## config.mk

```make
export PLATFORM = sky130hd
export DESIGN_NAME = indexed_list_insert_remove_unit
export DESIGN_NICKNAME = d
export VERILOG_FILES = /design/src/hdl/ilir_pkg.sv /design/src/hdl/ilir_ctrl.sv /design/src/hdl/ilir_dp.sv /design/src/hdl/indexed_list_insert_remove_unit.sv
export SDC_FILE = /design/constraint.sdc
export NUM_CORES = 2
export LEC_CHECK = 0
export BUFFER_PORTS_ARGS = -buffer_cell sky130_fd_sc_hd__buf_4
export CORE_ASPECT_RATIO = 2
export CORE_MARGIN = 2
export CORE_UTILIZATION = 30
export DETAILED_ROUTE_END_ITERATION = 12
export HOLD_SLACK_MARGIN = 0.05
export PLACE_DENSITY = 0.43
export SLEW_MARGIN = 20
export SYNTH_ARGS = -nofsm -noshare
export SYNTH_HDL_FRONTEND = slang
export SYNTH_SLANG_ARGS = --single-unit
```

## constraint.sdc

```tcl
create_clock -name clk -period 15.2 [get_ports clk]
set_input_delay 2.28 -clock clk [delete_from_list [all_inputs] [get_ports clk]]
set_output_delay 2.28 -clock clk [all_outputs]
set_load 0.01 [all_outputs]
```

## src/hdl/ilir_pkg.sv

```systemverilog
// Shared types and constants for the indexed list insert/remove unit.
`timescale 1ns / 1ps
package ilir_pkg;

  localparam int ILIR_CAPACITY = 32;
  localparam int ILIR_POS_W    = 6;
  localparam int ILIR_VALUE_W  = 32;
  localparam int ILIR_COUNT_W  = 7;

  typedef enum logic [1:0] {
    OP_APPEND = 2'd0,
    OP_INSERT = 2'd1,
    OP_REMOVE = 2'd2,
    OP_DUMP   = 2'd3
  } op_t;

  typedef enum logic [1:0] {
    ST_OK    = 2'd0,
    ST_RANGE = 2'd1,
    ST_FULL  = 2'd2,
    ST_EMPTY = 2'd3
  } status_t;

  typedef enum logic [2:0] {
    DP_NONE   = 3'd0,
    DP_APPEND = 3'd1,
    DP_INSERT = 3'd2,
    DP_REMOVE = 3'd3,
    DP_ROTATE = 3'd4
  } dp_op_t;

  typedef struct packed {
    dp_op_t  op;
    logic    load_out;
    status_t out_status;
    logic    out_last;
    logic    out_dump;
    logic    clr_idx;
    logic    inc_idx;
  } dp_cmd_t;

  typedef struct packed {
    logic count_zero;
    logic full;
    logic ins_range_err;
    logic rem_range_err;
    logic idx_at_end;
  } dp_stat_t;

endpackage

```

## src/hdl/ilir_ctrl.sv

```systemverilog
// Controller state machine of the indexed list insert/remove unit.
`timescale 1ns / 1ps
module ilir_ctrl (
  input  logic              clk,
  input  logic              rst_n,
  input  logic              in_valid,
  output logic              in_ready,
  input  logic [1:0]        in_operation,
  output logic              out_valid,
  input  logic              out_ready,
  input  ilir_pkg::dp_stat_t stat_i,
  output ilir_pkg::dp_cmd_t  cmd_o
);
  import ilir_pkg::*;

  typedef enum logic {
    S_IDLE,
    S_DUMP
  } state_t;

  state_t  state_r, state_nxt;
  logic    out_valid_r, out_valid_nxt;
  logic    slot_free;
  dp_cmd_t cmd;

  assign slot_free = !out_valid_r || out_ready;
  assign in_ready  = (state_r == S_IDLE) && slot_free;
  assign out_valid = out_valid_r;
  assign cmd_o     = cmd;

  always_comb begin
    state_nxt      = state_r;
    cmd.op         = DP_NONE;
    cmd.load_out   = 1'b0;
    cmd.out_status = ST_OK;
    cmd.out_last   = 1'b1;
    cmd.out_dump   = 1'b0;
    cmd.clr_idx    = 1'b0;
    cmd.inc_idx    = 1'b0;
    case (state_r)
      S_IDLE: begin
        if (in_valid && in_ready) begin
          cmd.load_out = 1'b1;
          case (op_t'(in_operation))
            OP_APPEND: begin
              if (stat_i.full) cmd.out_status = ST_FULL;
              else cmd.op = DP_APPEND;
            end
            OP_INSERT: begin
              if (stat_i.ins_range_err) cmd.out_status = ST_RANGE;
              else if (stat_i.full) cmd.out_status = ST_FULL;
              else cmd.op = DP_INSERT;
            end
            OP_REMOVE: begin
              if (stat_i.rem_range_err) cmd.out_status = ST_RANGE;
              else cmd.op = DP_REMOVE;
            end
            default: begin
              if (stat_i.count_zero) begin
                cmd.out_status = ST_EMPTY;
              end else begin
                cmd.load_out = 1'b0;
                cmd.clr_idx  = 1'b1;
                state_nxt    = S_DUMP;
              end
            end
          endcase
        end
      end
      S_DUMP: begin
        if (slot_free) begin
          cmd.load_out = 1'b1;
          cmd.out_dump = 1'b1;
          cmd.out_last = stat_i.idx_at_end;
          cmd.op       = DP_ROTATE;
          cmd.inc_idx  = 1'b1;
          if (stat_i.idx_at_end) state_nxt = S_IDLE;
        end
      end
      default: state_nxt = S_IDLE;
    endcase
    if (cmd.load_out) out_valid_nxt = 1'b1;
    else if (out_ready) out_valid_nxt = 1'b0;
    else out_valid_nxt = out_valid_r;
  end

  always_ff @(posedge clk) begin
    if (!rst_n) begin
      state_r     <= S_IDLE;
      out_valid_r <= 1'b0;
    end else begin
      state_r     <= state_nxt;
      out_valid_r <= out_valid_nxt;
    end
  end

endmodule

```

## src/hdl/ilir_dp.sv

```systemverilog
// Datapath of the indexed list insert/remove unit: shifting cells, count and result register.
`timescale 1ns / 1ps
module ilir_dp #(
  parameter int CAPACITY = ilir_pkg::ILIR_CAPACITY
) (
  input  logic                              clk,
  input  logic                              rst_n,
  input  logic [ilir_pkg::ILIR_POS_W-1:0]   in_position,
  input  logic signed [ilir_pkg::ILIR_VALUE_W-1:0] in_value,
  input  ilir_pkg::dp_cmd_t                 cmd_i,
  output ilir_pkg::dp_stat_t                stat_o,
  output logic [1:0]                        out_status,
  output logic signed [ilir_pkg::ILIR_VALUE_W-1:0] out_entry_value,
  output logic [ilir_pkg::ILIR_POS_W-1:0]   out_entry_position,
  output logic [ilir_pkg::ILIR_COUNT_W-1:0] out_entry_count,
  output logic                              out_last
);
  import ilir_pkg::*;

  localparam int CW    = $clog2(CAPACITY + 1);
  localparam int IDX_W = $clog2(CAPACITY);

  logic signed [ILIR_VALUE_W-1:0] cells_r   [CAPACITY];
  logic signed [ILIR_VALUE_W-1:0] cells_nxt [CAPACITY];
  logic [CW-1:0]           count_r, count_nxt;
  logic [IDX_W-1:0]        idx_r;
  logic [ILIR_COUNT_W-1:0] count_x, pos_x;

  logic [1:0]                     status_r;
  logic signed [ILIR_VALUE_W-1:0] value_r;
  logic [ILIR_POS_W-1:0]          position_r;
  logic [ILIR_COUNT_W-1:0]        ecount_r;
  logic                           last_r;

  assign count_x = ILIR_COUNT_W'(count_r);
  assign pos_x   = ILIR_COUNT_W'(in_position);

  assign stat_o.count_zero    = (count_r == '0);
  assign stat_o.full          = (count_x == ILIR_COUNT_W'(CAPACITY));
  assign stat_o.ins_range_err = (pos_x > count_x);
  assign stat_o.rem_range_err = (pos_x >= count_x);
  assign stat_o.idx_at_end    = (ILIR_COUNT_W'(idx_r) + 1'b1 == count_x);

  always_comb begin
    case (cmd_i.op)
      DP_APPEND, DP_INSERT: count_nxt = count_r + 1'b1;
      DP_REMOVE:            count_nxt = count_r - 1'b1;
      default:              count_nxt = count_r;
    endcase
  end

  // Every cell picks its own next word from its neighbours, from the input word or, on a rotate, from cell 0.
  for (genvar g = 0; g < CAPACITY; g++) begin : g_cell
    localparam logic [ILIR_COUNT_W-1:0] GI = ILIR_COUNT_W'(g);
    logic signed [ILIR_VALUE_W-1:0] below, above;
    if (g > 0) begin : g_below
      assign below = cells_r[g-1];
    end else begin : g_nobelow
      assign below = cells_r[0];
    end
    if (g < CAPACITY - 1) begin : g_above
      assign above = cells_r[g+1];
    end else begin : g_noabove
      assign above = cells_r[g];
    end
    always_comb begin
      cells_nxt[g] = cells_r[g];
      case (cmd_i.op)
        DP_APPEND: begin
          if (GI == count_x) cells_nxt[g] = in_value;
        end
        DP_INSERT: begin
          if (GI == pos_x) cells_nxt[g] = in_value;
          else if (GI > pos_x && GI <= count_x) cells_nxt[g] = below;
        end
        DP_REMOVE: begin
          if (GI >= pos_x && GI + 1'b1 < count_x) cells_nxt[g] = above;
        end
        DP_ROTATE: begin
          if (GI + 1'b1 < count_x) cells_nxt[g] = above;
          else if (GI + 1'b1 == count_x) cells_nxt[g] = cells_r[0];
        end
        default: cells_nxt[g] = cells_r[g];
      endcase
    end
  end

  always_ff @(posedge clk) begin
    for (int i = 0; i < CAPACITY; i++) cells_r[i] <= cells_nxt[i];
    if (cmd_i.clr_idx) idx_r <= '0;
    else if (cmd_i.inc_idx) idx_r <= idx_r + 1'b1;
    if (cmd_i.load_out) begin
      status_r   <= cmd_i.out_status;
      value_r    <= cmd_i.out_dump ? cells_r[0] : '0;
      position_r <= cmd_i.out_dump ? ILIR_POS_W'(idx_r) : '0;
      ecount_r   <= ILIR_COUNT_W'(count_nxt);
      last_r     <= cmd_i.out_last;
    end
  end

  always_ff @(posedge clk) begin
    if (!rst_n) begin
      count_r <= '0;
    end else begin
      count_r <= count_nxt;
    end
  end

  assign out_status         = status_r;
  assign out_entry_value    = value_r;
  assign out_entry_position = position_r;
  assign out_entry_count    = ecount_r;
  assign out_last           = last_r;

endmodule

```

## src/hdl/indexed_list_insert_remove_unit.sv

```systemverilog
// Top level of the indexed list insert/remove unit.
`timescale 1ns / 1ps
// An ordered list of up to CAPACITY signed 32-bit words, kept in a row of
// registers that all shift together. Each input item carries one operation:
// append, insert at a position, remove at a position, or dump. An append,
// insert or remove yields exactly one result item with last set; bad
// positions report status 1 and a full list status 2, leaving the list
// unchanged. A dump yields one result item per used entry, in order, with
// last on the final one, or a single status 3 item for an empty list. After
// a dump of a non-empty list is accepted, the input is held off until its
// final entry has been loaded into the result register; the list rotates
// one place per cycle while the result register is free, past cell 0, which
// feeds the result register, so it ends in its original order. While a dump
// runs no new input item is taken.
// Edits may follow one another in consecutive cycles while out_ready stays
// high. The result register holds a single item: a new input item is taken
// only when that register is empty or its item leaves in the same cycle, so
// a stalled result also stalls the input.
module indexed_list_insert_remove_unit #(
  parameter int CAPACITY = ilir_pkg::ILIR_CAPACITY
) (
  input  logic                              clk,
  input  logic                              rst_n,
  input  logic                              in_valid,
  output logic                              in_ready,
  input  logic [1:0]                        in_operation,
  input  logic [ilir_pkg::ILIR_POS_W-1:0]   in_position,
  input  logic signed [ilir_pkg::ILIR_VALUE_W-1:0] in_value,
  output logic                              out_valid,
  input  logic                              out_ready,
  output logic [1:0]                        out_status,
  output logic signed [ilir_pkg::ILIR_VALUE_W-1:0] out_entry_value,
  output logic [ilir_pkg::ILIR_POS_W-1:0]   out_entry_position,
  output logic [ilir_pkg::ILIR_COUNT_W-1:0] out_entry_count,
  output logic                              out_last
);
  import ilir_pkg::*;

  dp_cmd_t  cmd;
  dp_stat_t stat;

  // The controller decides what happens to each item; the datapath holds
  // the list, its count and the result register.
  ilir_ctrl u_ctrl (
    .clk         (clk),
    .rst_n       (rst_n),
    .in_valid    (in_valid),
    .in_ready    (in_ready),
    .in_operation(in_operation),
    .out_valid   (out_valid),
    .out_ready   (out_ready),
    .stat_i      (stat),
    .cmd_o       (cmd)
  );

  ilir_dp #(
    .CAPACITY(CAPACITY)
  ) u_dp (
    .clk               (clk),
    .rst_n             (rst_n),
    .in_position       (in_position),
    .in_value          (in_value),
    .cmd_i             (cmd),
    .stat_o            (stat),
    .out_status        (out_status),
    .out_entry_value   (out_entry_value),
    .out_entry_position(out_entry_position),
    .out_entry_count   (out_entry_count),
    .out_last          (out_last)
  );

`ifndef SYNTH
  // An accepted edit produces its single result item in the next cycle.
  a_edit_result: assert property (@(posedge clk) disable iff (!rst_n)
    (in_valid && in_ready && in_operation != OP_DUMP) |=> (out_valid && out_last))
    else $error("edit item did not yield a final result item");

  // An empty dump reports a zero count and closes the item at once.
  a_empty_dump: assert property (@(posedge clk) disable iff (!rst_n)
    (out_valid && out_status == ST_EMPTY) |-> (out_last && out_entry_count == '0))
    else $error("empty-list result item malformed");

  // Only dump results can be non-final, and they are always good.
  a_mid_ok: assert property (@(posedge clk) disable iff (!rst_n)
    (out_valid && !out_last) |-> (out_status == ST_OK))
    else $error("non-final result item carries an error status");

  // A new item is never taken while a dump is still part way through.
  a_no_overlap: assert property (@(posedge clk) disable iff (!rst_n)
    in_ready |-> !(out_valid && !out_last))
    else $error("input taken in the middle of a dump");

  // The count never goes beyond the capacity.
  a_count_cap: assert property (@(posedge clk) disable iff (!rst_n)
    out_valid |-> (out_entry_count <= ILIR_COUNT_W'(CAPACITY)))
    else $error("entry count above capacity");
`endif

endmodule

```

After elaboration in Yosys (flattened, before gate mapping)
Memory sizes are Yosys's and may differ from the RTL's.
Index checks and enable logic that the tools add are counted.

word-level totals
  flip-flop bits (word level) = 60
  RAM bits = 1024
  bits of input ports = 44
  output and inout port bits = 50
  logic and storage cells = 540
  memories = 1

memory list
  memory        words  bits a word  rd ports  clocked after memory_dff  wr ports  RTL line       text
  u_dp.cells_r  32     32           32        0                         32        ilir_dp.sv:23  logic signed [ILIR_VALUE_W-1:0] cells_r [CAPACITY];

operators by class
  add/subtract/negate cells = 4
  $lt $le $gt $ge = 127
  equality and inequality tests = 71
  mux-type cells = 250
  bitwise operators = 2
  reductions and logical operators = 75

operators by type and width
  operator                                                                         number
  32-bit two-way mux                                                               189
  32-bit case mux with 4 select lines                                              31
  5-bit by 6-bit == test with 1-bit output (first input constant)                  32
  4-bit by 6-bit == test with 1-bit output (first input constant)                  16
  5-bit by 6-bit greater-than comparator with 1-bit output (first input constant)  16
  5-bit by 6-bit <= comparator with 1-bit output (first input constant)            16
  5-bit by 6-bit less-than comparator with 1-bit output (first input constant)     16
  32-bit case mux with 3 select lines                                              1
  5-bit by 6-bit >= comparator with 1-bit output (first input constant)            15
  1-bit logical AND                                                                64
  3-bit by 6-bit == test with 1-bit output (first input constant)                  8
  4-bit by 6-bit >= comparator with 1-bit output (first input constant)            8
  4-bit by 6-bit greater-than comparator with 1-bit output (first input constant)  8
  4-bit by 6-bit <= comparator with 1-bit output (first input constant)            8
  4-bit by 6-bit less-than comparator with 1-bit output (first input constant)     8
  2-bit by 6-bit == test with 1-bit output (first input constant)                  4
  3-bit by 6-bit >= comparator with 1-bit output (first input constant)            4
  3-bit by 6-bit greater-than comparator with 1-bit output (first input constant)  4
  3-bit by 6-bit <= comparator with 1-bit output (first input constant)            4
  3-bit by 6-bit less-than comparator with 1-bit output (first input constant)     4
  1-bit two-way mux                                                                16
  7-bit zero test                                                                  2
  1-bit by 6-bit == test with 1-bit output (first input constant)                  2
  1-bit by 6-bit >= comparator with 1-bit output (first input constant)            2
  40 further kinds                                                                 51

Depth between registers and ports, before layout
  depth after elaboration = 9
  mapped depth = 17
  mapped depth without buffers = 8

Modules after synthesis
A second synthesis with hierarchy kept.

second synthesis, totals
  cell total of the unflattened synthesis = 6000
  area total of the unflattened synthesis = 65510.3 um^2

by module, submodules not included
  module     instances  cells each  area each (um^2)  seq. area each (um^2)
  ilir_dp    1          5965        65257.6           32351.0
  ilir_ctrl  1          35          252.7             40.0

Worst setup path before layout
Ideal clock, no wire load.

  path type = input to register
  start point = in in_position[0] (netlist bit)
  end point = mem u_dp.cells_r[26][0] (netlist: u_dp.cells_r[1][320]) (enable)
  library setup time = 0.594 ns
  data arrival time = 8.905 ns
  required time = 14.606 ns
  path slack = 5.700 ns
  cell stages on the path = 11
  buffers on the path = 3
  cells stage by stage = buf_2 > inv_1 > ha_1 > nor2b_1 > o21ai_2 > a31oi_1 > buf_2 > nor2_1 > buf_2 > a2bb2oi_1 > a2111oi_0

RTL lines
  what                RTL line                               text
  start: declaration  indexed_list_insert_remove_unit.sv:27  input logic [ilir_pkg::ILIR_POS_W-1:0] in_position,
  end: declaration    ilir_dp.sv:23

==> results.tsv <==
metric	value	unit
status	complete, no violations	
CP Class	in -> reg	
synth warn	0	
Clk pwr share	31.5	%
Via density	7.03	
CTS Hold Buffers Added	0	
Tightest Pin Transition	1.24	ns
Clock Tree Buf Depth	3	
Max Freq	144	MHz
final HPWL from detailed placement	204	mm
Finished Core Util	33.3	%
Hold Path Depth	2	
worst vdd ir	0.0000967	V
Area Growth Syn to Fin	10.4	%
RSZ-0062 raised after global routing	false	
R2R setup slack	8.39	ns
WHS	0.509	ns
H-tree levels	3	
sequential share of power	45.5	%
Reg clk slew, reported paths	0.07	ns
Period minus WS final	6.95	ns
MaxCap Viol Count	0	
sequential area share after synthesis	51.0	%
Yosys reg bits	1083	
Hold Crit Start	u_dp.idx_r[1]	
Iteration-0 DRC Markers	8506	
commonest cells in the netlist	edfxtp_1, o22ai_1, mux2i_1	
GRT Residual Overflow	0	
async set-reset flop share out of synthesis	0	%
Worst R2R End	u_dp.cells_r[1][175]	
leakage	28.7	nW
clk_lat worst skew	0.78	ns
via count	57000	
dpl cells	7888	
Fin. Hold Viols	0	
Logic pwr share	23.1	%
post-synthesis cell type count	76	
post-CTS setup buffer count	0	
Final setup viols	0	
PwrDens	128	mW/mm²
clk sinks	1083	
top_reg_cell synth	edfxtp_1	
P_int	5.85	mW
clock skew	0.0420	ns
Setup TNS	0	ns
RePlAce Congestion	0.896	
critical path launch point	in_position[5]	
Switch Pwr	3.10	mW
DP Area	0.0666	mm²
Non-Filler Instances	8111	
vias in the first global route	56300	
effective utilization at floorplan	30.2	%
initial antenna violation count	34	
chip width	329	µm
Critical Path AT	7.44	ns
Net Sw Frac	34.6	%
Final Power	8.95	mW
post-DR wirelength/cell	45.0	µm
final wirelength	365	mm
DIE AREA	0.215	mm²
Boundary Pins	94	
CP Max Fanout	94	
post-synth top area cell	edfxtp_1	
top-count cell post-synth	edfxtp_1	
Core ar.	0.210	mm²
CTS tree	done	
Finished Cell Area	0.0701	mm²
Mapped Area	0.0635	mm²
cts repair resizes	0	
pins over their slew limit	0	
gr usage total	32.6	%
Avg Synthesized Cell Area	11.3	µm²
Synth Instances	5622	
Final Cycle Share	45.7	%
Slew HR	17.4	%
Synth area leaders	edfxtp_1, mux2i_1, a211o_1	
Worst Path Required	15.70	ns
reg2reg path depth	13	
DR pass1 iterations	10	
fraction of final layout cells with drive strength greater than 1	15.2	%
Rows	238	
largest net degree at the start of global routing	122	
area share of the largest cell type after synthesis	50.6	%
die height	654	µm
hold crit path type	reg -> reg	
remaining antenna violation count	0	
cts bufs inserted	110	
first-pass GRT wire length	486	mm
nets	5297	
slack of the critical path	8.25	ns
CP Launch Type	input port	
EDFF count, synth	1070	
CP endpoint kind	flop	
setup slack at placement	7.67	ns
FF-to-FF Start	u_dp.count_r[1]	
IO Port Bufs	91	
Remaining DRCs	0	
hold worst-path end	u_dp.idx_r[1]	
CTS root buf	clkbuf_16	
## worst max-delay path by stage
| stage | end | depth (start not counted) |
|---|---|---|
| floorplan | u_dp.cells_r[1][320] | 11 |
| global placement | u_dp.cells_r[1][130] | 12 |
| detailed placement | u_dp.cells_r[1][175] | 12 |
| CTS | u_dp.cells_r[1][175] | 12 |
| global route | u_dp.cells_r[1][175] | 12 |
| finish | u_dp.cells_r[1][175] | 12 |
## kinds of logic (layout without fill, tap and decap cells)
kind of cell / Yosys count / count (layout) / synth area share (%)
AO/OA/AOI/OAI: 1923 / 1923 / 23.3
XOR/XNOR: 11 / 11 / 0.152
adder cells (fa/ha/maj): 12 / 12 / 0.237
buffers and inverters: 810 / 517 / 5.53
flip-flops: 1083 / 1083 / 51.0
multiplexers: 768 / 768 / 12.5
other: 1 / 23 / 0.00591
AND/OR/NAND/NOR: 1014 / 1014 / 7.17
## area by class of cell
cell class	instances	area, µm²
antenna	21	52.6
clock buffer	128	2860
clock inverter	73	563
fill	21300	140000
inverter	45	169
multi-input combinational	3730	28500
sequential	1083	32400
tap	2760	3450
timing repair buffer	271	2110
## critical path, cell delays in order
cell	delay, ns
buf_4	0.18
ha_1	0.36
and4_1	0.26
o21ai_2	0.14
a31o_1	0.23
buf_4	0.18
nand2_8	0.54
buf_4	0.78
buf_4	0.90
buf_4	0.94
o22ai_1	0.17
a211o_1	0.31
## routing by layer
metal  up-vias  routed length [µm]  GRT usage [%]
li1      22000                   -              -
met1     29200              123000           35.5
met2      4351              173000           53.9
met3      1459               32400           6.50
met4        20               37000           28.7
met5         -                 138              0
## power groups by stage
stage               Sequential [mW]  Combinational (mW)  Clock [mW]
global route                   4.09                2.10        2.93
detailed placement             4.12                1.98           0
floorplan                      4.02                1.12           0
CTS                            4.06                1.99        2.85
global placement               4.12                1.96           0
finish                         4.07                2.06        2.81
## layout by cell type, fill, tap and decap left out, types with 95 or more instances in the layout
cell type	instances
buf_4	266
nand3_1	206
a22oi_1	286
a211o_1	547
nor2_1	95
o22ai_1	550
clkbuf_16	111
mux2i_1	548
mux2_2	210
edfxtp_1	1070
a222oi_1	250
nand2_1	462
## sequential cells by signal (all words and copies together), names as in the netlist
| register | flops |
|---|---|
| u_dp.out_entry_position | 5 |
| u_dp.cells_r | 1024 |
| u_dp.out_entry_count | 6 |
| u_dp.out_status | 2 |
| u_dp.count_r | 6 |
| u_dp.out_entry_value | 32 |
| u_ctrl.state_r | 1 |
| u_ctrl.out_valid | 1 |
| u_dp.out_last | 1 |
| u_dp.idx_r | 5 |
(Power assumes the default switching activity.)
